[config.mk]
export PLATFORM = sky130hd
export DESIGN_NAME = arpr_ctrl
export DESIGN_NICKNAME = d
export VERILOG_FILES = /design/src/hw/rtl/arpr_pkg.sv /design/src/hw/rtl/arpr_ctrl.sv
export SDC_FILE = /design/constraint.sdc
export NUM_CORES = 1
export LEC_CHECK = 0
export ABC_CLOCK_PERIOD_IN_PS = 9800
export BUFFER_PORTS_ARGS = -buffer_cell sky130_fd_sc_hd__buf_2
export CAP_MARGIN = 15
export CORE_AREA = 4 4 203 205
export CTS_CLUSTER_SIZE = 8
export DETAILED_ROUTE_END_ITERATION = 8
export DIE_AREA = 0 0 207 209
export GPL_TIMING_DRIVEN = 0
export PLACE_DENSITY = 0.69
export SLEW_MARGIN = 30
export SYNTH_ARGS = -nofsm -noshare
export SYNTH_HDL_FRONTEND = slang
export SYNTH_SLANG_ARGS = --single-unit
[constraint.sdc]
create_clock -name clock -period 9.8 [get_ports clock]
set_input_delay 1.47 -clock clock [delete_from_list [all_inputs] [get_ports clock]]
set_output_delay 1.47 -clock clock [all_outputs]
set_load 0.005 [all_outputs]
[src/hw/rtl/arpr_pkg.sv]
// ----------------------------------------------------------------------------
// arpr_pkg
// Shared types and constants of the ARP responder with its hashed binding
// cache: field widths, cache geometry, status codes, sequencer states and the
// structs between the control sequencer and the binding store.
// ----------------------------------------------------------------------------
package arpr_pkg;

   localparam int MAC_W  = 48;
   localparam int IP_W   = 32;
   localparam int LEN_W  = 16;
   localparam int TYPE_W = 16;
   localparam int ALEN_W = 8;
   localparam int OP_W   = 16;

   // Cache geometry. BUCKETS must be a power of two (the bucket is the low
   // bits of the IP).
   localparam int BUCKETS = 64;
   localparam int WAYS    = 4;
   localparam int SLOTS   = BUCKETS * WAYS;
   localparam int ADDR_W  = (SLOTS > 1) ? $clog2(SLOTS) : 1;
   localparam int WAY_W   = (WAYS > 1) ? $clog2(WAYS) : 1;

   // Packet checks
   localparam logic [LEN_W-1:0]  ARP_MIN_LEN = LEN_W'(28);
   localparam logic [TYPE_W-1:0] ETYPE_IPV4  = TYPE_W'(16'h0800);
   localparam logic [ALEN_W-1:0] MAC_LEN     = ALEN_W'(6);
   localparam logic [ALEN_W-1:0] IPV4_LEN    = ALEN_W'(4);
   localparam logic [OP_W-1:0]   OP_REQUEST  = OP_W'(1);
   localparam logic [OP_W-1:0]   OP_REPLY    = OP_W'(2);

   // Command codes
   localparam logic CMD_PACKET = 1'b0;
   localparam logic CMD_LOOKUP = 1'b1;

   // Configuration register indexes
   localparam logic CSR_OWN_IP  = 1'b0;
   localparam logic CSR_OWN_MAC = 1'b1;

   typedef enum logic [3:0] {
      ST_REPLIED     = 4'd0,
      ST_LEARNED     = 4'd1,
      ST_HIT         = 4'd2,
      ST_MISS        = 4'd3,
      ST_SHORT       = 4'd4,
      ST_NOT_IPV4    = 4'd5,
      ST_BAD_HWLEN   = 4'd6,
      ST_BAD_PLEN    = 4'd7,
      ST_BAD_OP      = 4'd8,
      ST_NO_OWN_IP   = 4'd9,
      ST_NOT_FOR_US  = 4'd10,
      ST_BUCKET_FULL = 4'd11
   } status_type;

   typedef enum logic [1:0] {
      SEQ_IDLE,
      SEQ_READ,
      SEQ_COMPARE,
      SEQ_EMIT
   } seq_state_type;

   typedef struct packed {
      logic              wr_en;
      logic [ADDR_W-1:0] wr_addr;
      logic [IP_W-1:0]   wr_ip;
      logic [MAC_W-1:0]  wr_mac;
      logic [ADDR_W-1:0] rd_addr;
   } store_req_type;

   typedef struct packed {
      logic [IP_W-1:0]  ip;
      logic [MAC_W-1:0] mac;
   } store_rsp_type;

endpackage

[src/hw/rtl/arpr_ctrl.sv]
// ----------------------------------------------------------------------------
// arpr_ctrl
// Sequencer: decodes an accepted transaction; where the cache is needed it
// probes the bucket one way at a time through a single IP comparator, learns
// or looks up, and holds the result in an output register.
// ----------------------------------------------------------------------------
module arpr_ctrl (
   input  logic                            clock,
   input  logic                            reset,
   input  logic [arpr_pkg::IP_W-1:0]       own_ip,
   input  logic                            req_valid,
   output logic                            req_stall,
   input  logic                            req_command,
   input  logic [arpr_pkg::LEN_W-1:0]      req_packet_length,
   input  logic [arpr_pkg::TYPE_W-1:0]     req_proto_type,
   input  logic [arpr_pkg::ALEN_W-1:0]     req_hw_len,
   input  logic [arpr_pkg::ALEN_W-1:0]     req_proto_len,
   input  logic [arpr_pkg::OP_W-1:0]       req_opcode,
   input  logic [arpr_pkg::MAC_W-1:0]      req_sender_mac,
   input  logic [arpr_pkg::IP_W-1:0]       req_sender_ip,
   input  logic [arpr_pkg::IP_W-1:0]       req_target_ip,
   output logic                            rsp_valid,
   input  logic                            rsp_stall,
   output logic [3:0]                      rsp_status,
   output logic [arpr_pkg::MAC_W-1:0]      rsp_reply_dest_mac,
   output logic [arpr_pkg::IP_W-1:0]       rsp_reply_target_ip,
   output logic [arpr_pkg::MAC_W-1:0]      rsp_found_mac,
   output arpr_pkg::store_req_type         store_req,
   input  arpr_pkg::store_rsp_type         store_rsp
);
   import arpr_pkg::*;

   seq_state_type    state_ff, state_in;
   status_type       status_ff, status_in;
   logic [MAC_W-1:0] rmac_ff, rmac_in;
   logic [IP_W-1:0]  rip_ff, rip_in;
   logic [MAC_W-1:0] fmac_ff, fmac_in;
   logic [IP_W-1:0]  key_ff, key_in;
   logic [MAC_W-1:0] lmac_ff, lmac_in;
   logic             learn_ff, learn_in;
   logic [WAY_W-1:0] way_ff, way_in;
   logic             free_found_ff, free_found_in;
   logic [WAY_W-1:0] free_way_ff, free_way_in;

   logic             out_valid_ff, out_valid_in;
   logic [3:0]       out_status_ff;
   logic [MAC_W-1:0] out_rmac_ff;
   logic [IP_W-1:0]  out_rip_ff;
   logic [MAC_W-1:0] out_fmac_ff;
   logic             out_load;

   logic [ADDR_W-1:0] base;
   logic              hit;
   logic              empty;
   logic              last_way;
   logic              free_now;

   assign base     = ADDR_W'(key_ff % BUCKETS) * ADDR_W'(WAYS);
   assign hit      = (store_rsp.ip == key_ff);
   assign empty    = (store_rsp.ip == '0);
   assign last_way = (way_ff == WAY_W'(WAYS - 1));
   assign free_now = empty && !free_found_ff;

   always_ff @(posedge clock) begin
      if (reset) begin
         state_ff     <= SEQ_IDLE;
         out_valid_ff <= 1'b0;
      end else begin
         state_ff     <= state_in;
         out_valid_ff <= out_valid_in;
      end
   end

   always_ff @(posedge clock) begin
      status_ff     <= status_in;
      rmac_ff       <= rmac_in;
      rip_ff        <= rip_in;
      fmac_ff       <= fmac_in;
      key_ff        <= key_in;
      lmac_ff       <= lmac_in;
      learn_ff      <= learn_in;
      way_ff        <= way_in;
      free_found_ff <= free_found_in;
      free_way_ff   <= free_way_in;
      if (out_load) begin
         out_status_ff <= status_ff;
         out_rmac_ff   <= rmac_ff;
         out_rip_ff    <= rip_ff;
         out_fmac_ff   <= fmac_ff;
      end
   end

   always_comb begin
      state_in      = state_ff;
      status_in     = status_ff;
      rmac_in       = rmac_ff;
      rip_in        = rip_ff;
      fmac_in       = fmac_ff;
      key_in        = key_ff;
      lmac_in       = lmac_ff;
      learn_in      = learn_ff;
      way_in        = way_ff;
      free_found_in = free_found_ff;
      free_way_in   = free_way_ff;
      out_load      = 1'b0;
      req_stall     = 1'b1;
      store_req         = '0;
      store_req.rd_addr = base + ADDR_W'(way_ff);
      store_req.wr_addr = base + ADDR_W'(way_ff);
      store_req.wr_ip   = key_ff;
      store_req.wr_mac  = lmac_ff;

      unique case (state_ff)
         SEQ_IDLE: begin
            req_stall     = 1'b0;
            way_in        = '0;
            free_found_in = 1'b0;
            free_way_in   = '0;
            rmac_in       = '0;
            rip_in        = '0;
            fmac_in       = '0;
            key_in        = req_sender_ip;
            lmac_in       = req_sender_mac;
            learn_in      = 1'b1;
            if (req_valid) begin
               state_in = SEQ_EMIT;
               if (req_command == CMD_LOOKUP) begin
                  status_in = ST_MISS;
                  key_in    = req_target_ip;
                  learn_in  = 1'b0;
                  if (req_target_ip != '0) begin
                     state_in = SEQ_READ;
                  end
               end else if (req_packet_length < ARP_MIN_LEN) begin
                  status_in = ST_SHORT;
               end else if (req_proto_type != ETYPE_IPV4) begin
                  status_in = ST_NOT_IPV4;
               end else if (req_hw_len != MAC_LEN) begin
                  status_in = ST_BAD_HWLEN;
               end else if (req_proto_len != IPV4_LEN) begin
                  status_in = ST_BAD_PLEN;
               end else if (req_opcode != OP_REQUEST && req_opcode != OP_REPLY) begin
                  status_in = ST_BAD_OP;
               end else if (own_ip == '0) begin
                  status_in = ST_NO_OWN_IP;
               end else if (req_opcode == OP_REQUEST && req_target_ip != own_ip) begin
                  status_in = ST_NOT_FOR_US;
               end else begin
                  if (req_opcode == OP_REQUEST) begin
                     status_in = ST_REPLIED;
                     rmac_in   = req_sender_mac;
                     rip_in    = req_sender_ip;
                  end else begin
                     status_in = ST_LEARNED;
                  end
                  // sender IP zero is never stored
                  if (req_sender_ip != '0) begin
                     state_in = SEQ_READ;
                  end
               end
            end
         end
         SEQ_READ: begin
            state_in = SEQ_COMPARE;
         end
         SEQ_COMPARE: begin
            if (free_now) begin
               free_found_in = 1'b1;
               free_way_in   = way_ff;
            end
            if (hit) begin
               state_in = SEQ_EMIT;
               if (learn_ff) begin
                  store_req.wr_en = 1'b1;
               end else begin
                  status_in = ST_HIT;
                  fmac_in   = store_rsp.mac;
               end
            end else if (last_way) begin
               state_in = SEQ_EMIT;
               if (learn_ff) begin
                  if (free_now) begin
                     store_req.wr_en = 1'b1;
                  end else if (free_found_ff) begin
                     store_req.wr_en   = 1'b1;
                     store_req.wr_addr = base + ADDR_W'(free_way_ff);
                  end else begin
                     status_in = ST_BUCKET_FULL;
                  end
               end
            end else begin
               way_in   = way_ff + WAY_W'(1);
               state_in = SEQ_READ;
            end
         end
         SEQ_EMIT: begin
            if (!out_valid_ff || !rsp_stall) begin
               out_load = 1'b1;
               state_in = SEQ_IDLE;
            end
         end
         default: begin
            state_in = SEQ_IDLE;
         end
      endcase
   end

   always_comb begin
      out_valid_in = out_valid_ff && rsp_stall;
      if (out_load) begin
         out_valid_in = 1'b1;
      end
   end

   assign rsp_valid           = out_valid_ff;
   assign rsp_status          = out_status_ff;
   assign rsp_reply_dest_mac  = out_rmac_ff;
   assign rsp_reply_target_ip = out_rip_ff;
   assign rsp_found_mac       = out_fmac_ff;

endmodule

==> results of run 1 <==
## layout make-up
| cell class | count | share of cell area [%] |
|---|---|---|
| Antenna cell | 6 | 0.0819 |
| Sequential cell | 353 | 57.6 |
| Inverter | 6 | 0.164 |
| Buffer | 29 | 0.894 |
| Multi-Input combinational cell | 371 | 14.7 |
| Tap cell | 525 | 3.58 |
| Clock buffer | 59 | 7.06 |
| Clock inverter | 5 | 0.355 |
| Timing Repair Buffer | 532 | 15.5 |
## cell usage in the layout, fill, tap and decap left out, types with 8 or more instances in the layout
cell type,n
nor2_1,11
and2_1,94
edfxtp_1,350
clkbuf_2,8
xor2_1,32
nand4_1,19
clkbuf_1,14
mux2_2,34
buf_4,13
and2_2,37
xnor2_1,32
nand2_1,11
clkbuf_16,50
nor4_1,52
buf_2,521
## cell families (layout without fill, tap and decap cells)
logic type | after synthesis | count (layout) | share of synthesized area, %
compound gates | 24 | 24 | 1.16
xor+xnor | 64 | 64 | 4.17
fa+ha+maj | 1 | 1 | 0.0931
buf+inv | 35 | 631 | 1.39
flops | 353 | 353 | 78.7
mux | 34 | 34 | 2.85
other cells | 0 | 6 | 0
simple gates | 248 | 248 | 11.7
## flip-flops by register name, summed over array words and instances, names as in the netlist
| register | count |
|---|---|
| fmac_ff | 48 |
| free_found_ff | 1 |
| free_way_ff | 2 |
| key_ff | 32 |
| learn_ff | 1 |
| lmac_ff | 48 |
| rip_ff | 32 |
| rmac_ff | 48 |
| rsp_found_mac | 48 |
| rsp_reply_dest_mac | 48 |
| rsp_reply_target_ip | 32 |
| rsp_status | 4 |
| rsp_valid | 1 |
| state_ff | 2 |
| status_ff | 4 |
| way_ff | 2 |
## worst max-delay path by stage
stage / from / to / slack [ns] / cells after the start
after floorplan: rsp_stall / rsp_found_mac[0]$_DFFE_PP_ / 1.25 / 1
after global placement: rsp_stall / rsp_reply_dest_mac[15]$_DFFE_PP_ / -2.16 / 2
after detailed placement: store_rsp[63] / store_req[89] / 4.45 / 8
after CTS: store_rsp[63] / store_req[89] / 4.44 / 8
after global routing: store_rsp[63] / store_req[89] / 4.32 / 8
final: store_rsp[63] / store_req[89] / 4.51 / 8
## Yosys cell counts (all sizes together) (2+ instances only)
master | instances | share of area, %
dfxtp | 3 | 0.45
mux2 | 34 | 2.8
inv | 5 | 0.14
nor2b | 2 | 0.093
buf | 15 | 0.75
nand2 | 11 | 0.31
xor2 | 32 | 2.1
nand4 | 19 | 0.88
nor2 | 11 | 0.31
or3 | 2 | 0.093
nand2b | 2 | 0.093
nor4 | 52 | 2.4
o21ai | 3 | 0.11
a21oi | 8 | 0.30
nand3 | 3 | 0.15
nor3 | 6 | 0.22
edfxtp | 350 | 78
o31ai | 4 | 0.22
and2 | 131 | 6.4
nor4b | 3 | 0.31
xnor2 | 32 | 2.1
and3 | 2 | 0.093
a31oi | 3 | 0.14
clkbuf | 14 | 0.47
## power by group
part           total [µW]  switching [µW]  internal, µW
clock                1510             592           920
combinational         310             178           132
sequential           1850            42.1          1810
## metrics by stage
stage                     instance area [µm²]  setup WS, ns  power, µW
after CTS                               18300          4.44       3720
after global placement                  16700         -2.16       2190
after detailed placement                17000          4.45       2190
after floorplan                         13400          1.25       1990
final                                   18300          4.51       3670
after global routing                    18300          4.32       3820
## worst reg2reg max path: cells and delay by family (launching register included)
kind                   cells  cell delay [ns]
AND/OR/NAND/NOR            4             1.66
flip-flops                 1             0.48
AO/OA/AOI/OAI              1             0.41
buffers and inverters      1             0.26
XOR/XNOR                   1             0.20
## per-layer routing
layer / vias up / part of all wire, %
li1: 4053 / -
met1: 4285 / 40
met2: 415 / 51
met3: 91 / 6.1
met4: 8 / 3.5
met5: - / 0.13
==> metrics.txt, run 1 <==
placed cell count=around 1,800; Wirelength per Cell=between 20 and 25 µm; Post-Syn Nets=roughly 1,100; Multi-input gate area=~0.0027 mm²; worst path required time=8.33 ns; Die Wd=around 210 µm; delay-heaviest family, CP=simple AND/OR/NAND/NOR gates; syn avg cell area=roughly 18 µm²; #FFs+latches synth=approximately 350; met2 track demand over resource=~34%; Final Hold Fails=0; worst-path fanout max=7; drt total wl=43.6 mm; # port buffers=approximately 520; Worst-Skew Late Latency=roughly 0.56 ns; post-CTS sizing=0; max_slew headroom=42.4%; global placement routability congestion=~0.95; Layout Utilization=between 40% and 50%; Std-Cell Core Area=a little under 0.04 mm²; Peak supply drop=approximately 0.13 mV; RSZ-0062 raised after global routing=false; crit path max-delay cell type=nor3_1; P&R area growth vs syn=36.5%; setup repair bufs after CTS=0; Hold Crit Depth=0; Worst R2R Setup Slack=~6.5 ns; PwrDens=approximately 200 mW/mm²; Worst Setup Path Type=input pin to output pin; Ports=around 520; setup violators final=0; fraction of layout cells with a size suffix above 1=roughly half; Critical Path AT=between 3 and 4 ns; crit path time final=between 5 and 6 ns; hold_ws=approximately 0.4 ns; distinct cell type count after synthesis=slightly above 40; cell area after synthesis=~0.013 mm²; Vias=~9,000; dominant synthesized flop cell=edfxtp_1; startpoint type of the worst setup path=input pin; number of remaining DRC errors=0; GR met1 Demand/Resource=between 20% and 30%; GRT Overall Usage=19.4%; Antenna Nets Post-Route=0; leakage power=between 0.007 and 0.008 µW; H-tree depth=2; final net count=1,637; total gr overflow=0; Post-Layout Cell Count=between 1,500 and 2,000; Tightest Pin Transition=0.857 ns; # fillers=roughly 3,500; Bufs and invs on worst path=2; pin count of the biggest net entering global routing=85; Worst Clk Skew=0.0244 ns; crit-path cells=buf_2 -> xor2_1 -> nor4_1 -> nand2_1 -> nor3_1 -> nor3_1 -> mux2_2 -> buf_2; busiest layer in global routing=met2; Reg2Reg Depth=7; sequential element share of the synthesized area=about 79%; Ys Warns=0; CTS Sinks=roughly 350; Max Root-Sink Buffers=3; Min-Delay Endpoint=rsp_reply_target_ip[25]$_DFFE_PP_; Clock Root Buffer=clkbuf_16; Detailed Place HPWL=around 35 mm; Slew Viols, Final=0; Hold Startpoint=rip_ff[25]$_SDFFCE_PP0P_; HP Class=flip-flop to flip-flop; met3 usage=between 4 and 5%; Initial DRC Count=roughly 460; Reg area=between 0.01 and 0.015 mm²; fmax=around 190 MHz; CTS clk-pin slew, worst paths=around 0.050 ns; Die Area=between 0.04 and 0.05 mm²; initial antenna violation count=10; Post-synth ARST share=0%; first-pass GRT wire length=61.9 mm; vias in the first global route=slightly above 9,000; via-per-instance ratio=between 4 and 5; CTS tree=yes; Reg-to-Reg Start=key_ff[0]$_DFFE_PP_; effective utilization at floorplan=between 30% and 40%; row cnt=73; status=finished clean; total of max-cap violations=0; die extent in y=about 210 µm; setup TNS=0 ns; total CTS buffers=50; period utilization=54.0%; Worst setup EP type=output pin; CTS Hold Bufs=0; Post-Synthesis Cells=roughly 760; DR pass1 iterations=5; reg-to-reg endpoint=fmac_ff[39]$_SDFFCE_PN0P_; longest individual stage delay on the worst path=0.75 ns; EDFF count, synth=350
Note: power is estimated with default switching activity, not from simulation.
==> run 2, diff against run 1 <==
Settings changed: ABC_CLOCK_PERIOD_IN_PS 9800 to 4800, CORE_AREA 4 4 203 205 to 4 4 202 204, DIE_AREA 0 0 207 209 to 0 0 206 208, PLACE_DENSITY 0.69 to 0.72.
Clock period 9.8 ns to 4.8 ns, I/O delays scaled along.
==> run 2 against run 1 <==
Core utilization is 0.33 points higher. Critical path depth is 1 lower. Final area is 0.25% higher. Clock skew is 0.0019 ns higher. Die area is 0.96% lower. Critical path type is now flip-flop to output pin. Critical endpoint is now store_req[88]. Highest routed layer unchanged.
==> metrics.txt, run 2 (same netlist as run 1, synthesis figures left out) <==
Die Wd=206 µm; status=finished clean; worst-path fanout max=7; Reg2Reg Depth=7; GRT Overall Usage=between 10% and 20%; most frequent cells in the layout=buf_2 (521), edfxtp_1 (350), and2_1 (94), nor4_1 (52), clkbuf_16 (50); Peak supply drop=around 0.23 mV; P&R area growth vs syn=36.8%; Std-Cell Core Area=just under 0.04 mm²; Bufs and invs on worst path=1; crit path time final=about 4 ns; number of remaining DRC errors=0; Hold Startpoint=req_sender_mac[6]; Worst Setup Path Type=flip-flop to output pin; Clock Root Buffer=clkbuf_16; Post-Layout Cell Count=~1,900; final net count=1,639; initial antenna violation count=6; Antenna Nets Post-Route=0; Max Root-Sink Buffers=3; crit path max-delay cell type=nor3_1; Worst Clk Skew=~0.026 ns; Final Hold Fails=0; fraction of layout cells with a size suffix above 1=around 51%; leading cell type in the layout, fill and taps excluded=buf_2; H-tree depth=2; max_slew headroom=between 40 and 50%; Worst R2R Setup Slack=about 1.4 ns; first-pass GRT wire length=about 61 mm; RSZ-0062 raised after global routing=false; Tightest Pin Transition=about 0.8 ns; crit-path cells=xor2_1 -> nor4_1 -> nand4_1 -> nor3_1 -> nor3_1 -> mux2_2 -> buf_2; Die Area=between 0.04 and 0.05 mm²; Ports=524; pin count of the biggest net entering global routing=91; reg-to-reg endpoint=fmac_ff[14]$_SDFFCE_PN0P_; fmax=around 250 MHz; Min-Delay Endpoint=lmac_ff[6]$_DFFE_PP_; Hold Crit Depth=1; period utilization=between 80% and 90%; vias in the first global route=9,430; Top cell by count, worst path=nor3_1; Slew Viols, Final=0; Post-DP Area=approximately 0.017 mm²; longest individual stage delay on the worst path=roughly 0.73 ns; met3 usage=under 10%; post-CTS sizing=0; via-per-instance ratio=~4.7; Critical Path AT=~3.3 ns; startpoint type of the worst setup path=flip-flop; global placement routability congestion=0.904; total of max-cap violations=0; setup violators final=0; met2 track demand over resource=33.8%; PwrDens=slightly above 400 mW/mm²; Reg-to-Reg Start=key_ff[0]$_DFFE_PP_; die extent in y=around 210 µm; Wirelength per Cell=between 20 and 25 µm; CTS clk-pin slew, worst paths=around 0.05 ns; Power Total=between 7000 and 8000 µW; total CTS buffers=50; busiest layer in global routing=met2; placed cell count=approximately 1,800; effective utilization at floorplan=34.2%; CTS Hold Bufs=0; Worst setup EP type=output pin; Worst-Skew Late Latency=around 0.55 ns; row cnt=between 70 and 80; CTS tree=yes; leakage power=0.00742 µW; total gr overflow=0; setup repair bufs after CTS=0; Vias=about 9,000; Initial DRC Count=roughly 450; # port buffers=521; delay-heaviest family, CP=simple AND/OR/NAND/NOR gates; hold_ws=between 0.3 and 0.4 ns; worst path required time=about 4.1 ns; Detailed Place HPWL=between 30 and 40 mm; HP Class=input pin to flip-flop; GR met1 Demand/Resource=24.1%; fin area=0.0184 mm²; DR pass1 iterations=5; drt total wl=43.1 mm; CTS Sinks=~350; setup TNS=0 ns
==> run 2: metal layers <==
layer / share of wire (%) / vias to the layer above
met2: 51 / 451
met5: 0.030 / -
met3: 6.9 / 90
met1: 39 / 4323
met4: 3.6 / 2
li1: - / 4063
==> run 2: area by class of cell <==
cell class,instances,area (µm²)
fill,3456,20900
sequential,353,10600
timing repair buffer,534,2920
multi-input combinational,371,2700
clock buffer,61,1290
tap,525,657
buffer,29,164
clock inverter,4,38.8
inverter,6,30.0
antenna,4,10.0
==> run 2: worst register-to-register path, cell delays in order, from the launching register on <==
cell and delay [ns]:
edfxtp_1 0.48, xor2_1 0.21, nor4_1 0.34, nand4_1 0.33, nor3_1 0.73, nand2_1 0.25
a21oi_4 0.50, buf_16 0.23
==> run 2: how the worst max path moves through the flow <==
stage / startpoint / end / slack [ns] / cells past startpoint
5_1_grt: key_ff[0]$_DFFE_PP_ / store_req[89] / 0.60 / 7
6_report: key_ff[0]$_DFFE_PP_ / store_req[88] / 0.78 / 7
3_3_place_gp: rsp_stall / rsp_reply_dest_mac[47]$_DFFE_PP_ / -1.90 / 2
2_1_floorplan: rsp_stall / rsp_found_mac[0]$_DFFE_PP_ / 0.01 / 1
3_5_place_dp: store_rsp[63] / store_req[88] / 0.99 / 8
4_1_cts: key_ff[0]$_DFFE_PP_ / store_req[88] / 0.72 / 7
==> run 2: where the power goes <==
part | leakage (µW) | internal [µW] | switching, µW
clock | 0.000649 | 1860 | 1180
combinational | 0.00325 | 281 | 364
sequential | 0.00352 | 3690 | 89.9
total | 0.00742 | 5820 | 1640
==> run 2: through the flow <==
stage / util [%] / worst slack (ns)
2_1_floorplan: - / 0.0120
3_3_place_gp: 42.5 / -1.90
3_5_place_dp: 43.4 / 0.992
4_1_cts: 46.8 / 0.721
5_1_grt: 46.8 / 0.596
6_report: 46.8 / 0.784
==> run 3, diff against run 2 <==
Settings changed: ABC_AREA from default to 1, ABC_CLOCK_PERIOD_IN_PS 4800 to 4200.
Clock period 4.8 ns to 4.2 ns, I/O delays scaled along.
==> run 3 against run 2 <==
Die area unchanged. Synthesized area up 4.7%. Via count up 12%. Flip-flop and latch count unchanged. Clock power up 16%. Global-route usage down 1.0 points. Combinational power up 43%. Final cell count up 18%. Sequential share of layout area down 2.4 points. Largest cell class unchanged. Highest routed layer is now met4.
==> metrics.txt, run 3 <==
Clock Root Buffer=clkbuf_16; Layout Utilization=about 49%; HP Class=input pin to flip-flop; synth cell count leaders=edfxtp_1 (350), inv_1 (187), nor2_1 (184), nand2_1 (123), nor2_2 (51); Initial DRC Count=around 670; global placement routability congestion=0.906; CTS Sinks=about 350; leading cell type in the layout, fill and taps excluded=buf_2; setup violators final=0; crit path max-delay cell type=edfxtp_1; most frequent cells in the layout=buf_2 (521), edfxtp_1 (350), inv_1 (187), nor2_1 (181), nand2_1 (123); Ys Warns=0; fmax=314 MHz; top cells by area, synth=edfxtp_1 (75%), inv_1 (5.0%), nor2_1 (4.9%); Ports=around 520; post-CTS sizing=0; Detailed Place HPWL=roughly 33 mm; first-pass GRT wire length=60.2 mm; drt total wl=around 41 mm; Synth area leader=edfxtp_1; Tightest Pin Transition=between 0.9 and 1 ns; Die Wd=206 µm; Worst setup EP type=output pin; DR pass1 iterations=5; post-synth top area share=74.7%; fraction of layout cells with a size suffix above 1=between 30% and 40%; hold_ws=between 0.2 and 0.3 ns; Post-Synthesis Cells=roughly 1,100; H-tree depth=2; setup repair bufs after CTS=0; die extent in y=approximately 210 µm; P&R area growth vs syn=36.3%; RSZ-0062 raised after global routing=false; CTS clk-pin slew, worst paths=0.05 ns; #FFs+latches synth=roughly 350; Critical Path AT=2.56 ns; Worst-Skew Late Latency=0.55 ns; final net count=between 1,500 and 2,000; effective utilization at floorplan=approximately 36%; PwrDens=around 460 mW/mm²; most frequent cell after synthesis=edfxtp_1; Antenna Nets Post-Route=0; Vias=about 10,000; Die Area=0.0428 mm²; CTS Hold Bufs=0; longest individual stage delay on the worst path=roughly 0.48 ns; # port buffers=521; total of max-cap violations=0; period utilization=75.9%; pin count of the biggest net entering global routing=27; worst path required time=roughly 3.6 ns; worst-path fanout max=4; Post-Syn Nets=around 1,400; dominant synthesized flop cell=edfxtp_1; total CTS buffers=50; sequential element share of the synthesized area=around three quarters; startpoint type of the worst setup path=flip-flop; Top cell by count, worst path=nor2_1; cell area after synthesis=roughly 0.014 mm²; Std-Cell Core Area=a little under 0.04 mm²; total gr overflow=0; Final Hold Fails=0; leakage power=0.00853 µW; Wirelength per Cell=18.5 µm; initial antenna violation count=7; row cnt=between 70 and 80; max_slew headroom=roughly two fifths; number of remaining DRC errors=0; Slew Viols, Final=0; CTS tree=yes; crit-path cells=xnor2_1 -> nand3_1 -> nor2_1 -> nand2_1 -> nor2_1 -> nand2_1 -> inv_1 -> nor2_1 -> o21ai_0 -> buf_2; Worst Clk Skew=~0.018 ns; Worst Setup Path Type=flip-flop to output pin; via-per-instance ratio=roughly 4.5; Post-synth ARST share=0%; crit path time final=3.19 ns; status=finished clean; syn avg cell area=12.8 µm²; EDFF count, synth=350; GRT Overall Usage=a little under a fifth; Peak supply drop=between 0.2 and 0.3 mV; distinct cell type count after synthesis=28; Max Root-Sink Buffers=3; vias in the first global route=roughly 10,000
## run 3: worst paths after layout
path / start / end / slack (ns) / cells past startpoint
worst max-delay path: key_ff[2]$_DFFE_PP_ / store_req[89] / 1.01 / 10
worst min-delay path: reset / state_ff[0]$_SDFFE_PP0P_ / 0.28 / 2
worst max register to register: key_ff[2]$_DFFE_PP_ / fmac_ff[29]$_SDFFCE_PN0P_ / 1.26 / 11
worst min register to register: rip_ff[25]$_SDFFCE_PP0P_ / rsp_reply_target_ip[25]$_DFFE_PP_ / 0.41 / 0
## run 3: through the flow
stage               instance area, µm²  setup slack, ns  instances  power, µW  setup TNS [ns]
floorplan                        14100            0.416       1098       4820               0
global placement                 17400            -1.25       2144       5290          -87.88
detailed placement               17800            0.975       2160       5410               0
CTS                              19200            0.932       2223       8970               0
global route                     19200            0.869       2230       9230               0
finish                           19200             1.01       2230       8850               0
## run 3: where the power goes
| part | switching [µW] | internal (µW) |
|---|---|---|
| Combinational | 514 | 406 |
| Sequential | 109 | 4300 |
| Clock | 1350 | 2160 |
| Total | 1980 | 6870 |
## run 3: logic make-up after synthesis
family / count (synthesis) / synth area share [%]
flops: 353 / 75.1
compound gates: 49 / 1.81
xor+xnor: 46 / 2.86
buf+inv: 223 / 6.70
fa+ha+maj: 1 / 0.0889
simple gates: 426 / 13.4
## run 3: area by class of cell
cell class,instances,area (µm²)
Fill cell,3543,20100
Sequential cell,353,10600
Timing Repair Buffer,537,3050
Multi-Input combinational cell,522,2590
Clock buffer,59,1320
Inverter,191,717
Tap cell,525,657
Buffer,32,225
Clock inverter,4,36.3
Antenna cell,7,17.5
## run 3: worst max-delay path, delay by kind of cell, from the launching register on
family	cells	cell delay, ns
buffers and inverters	2	0.27
XOR/XNOR	1	0.19
flip-flops	1	0.48
AO/OA/AOI/OAI	1	0.17
AND/OR/NAND/NOR	6	0.89
## run 3: routing by layer
layer  wire length, µm  vias up  part of all wire, %  GRT usage (%)
li1                  -     4800                    -              -
met1             15600     4662                   38           21.7
met2             21300      454                   51           33.2
met3              2760       99                  6.7           3.32
met4              1650        0                  4.0           8.01
met5                 0        -                    0              0
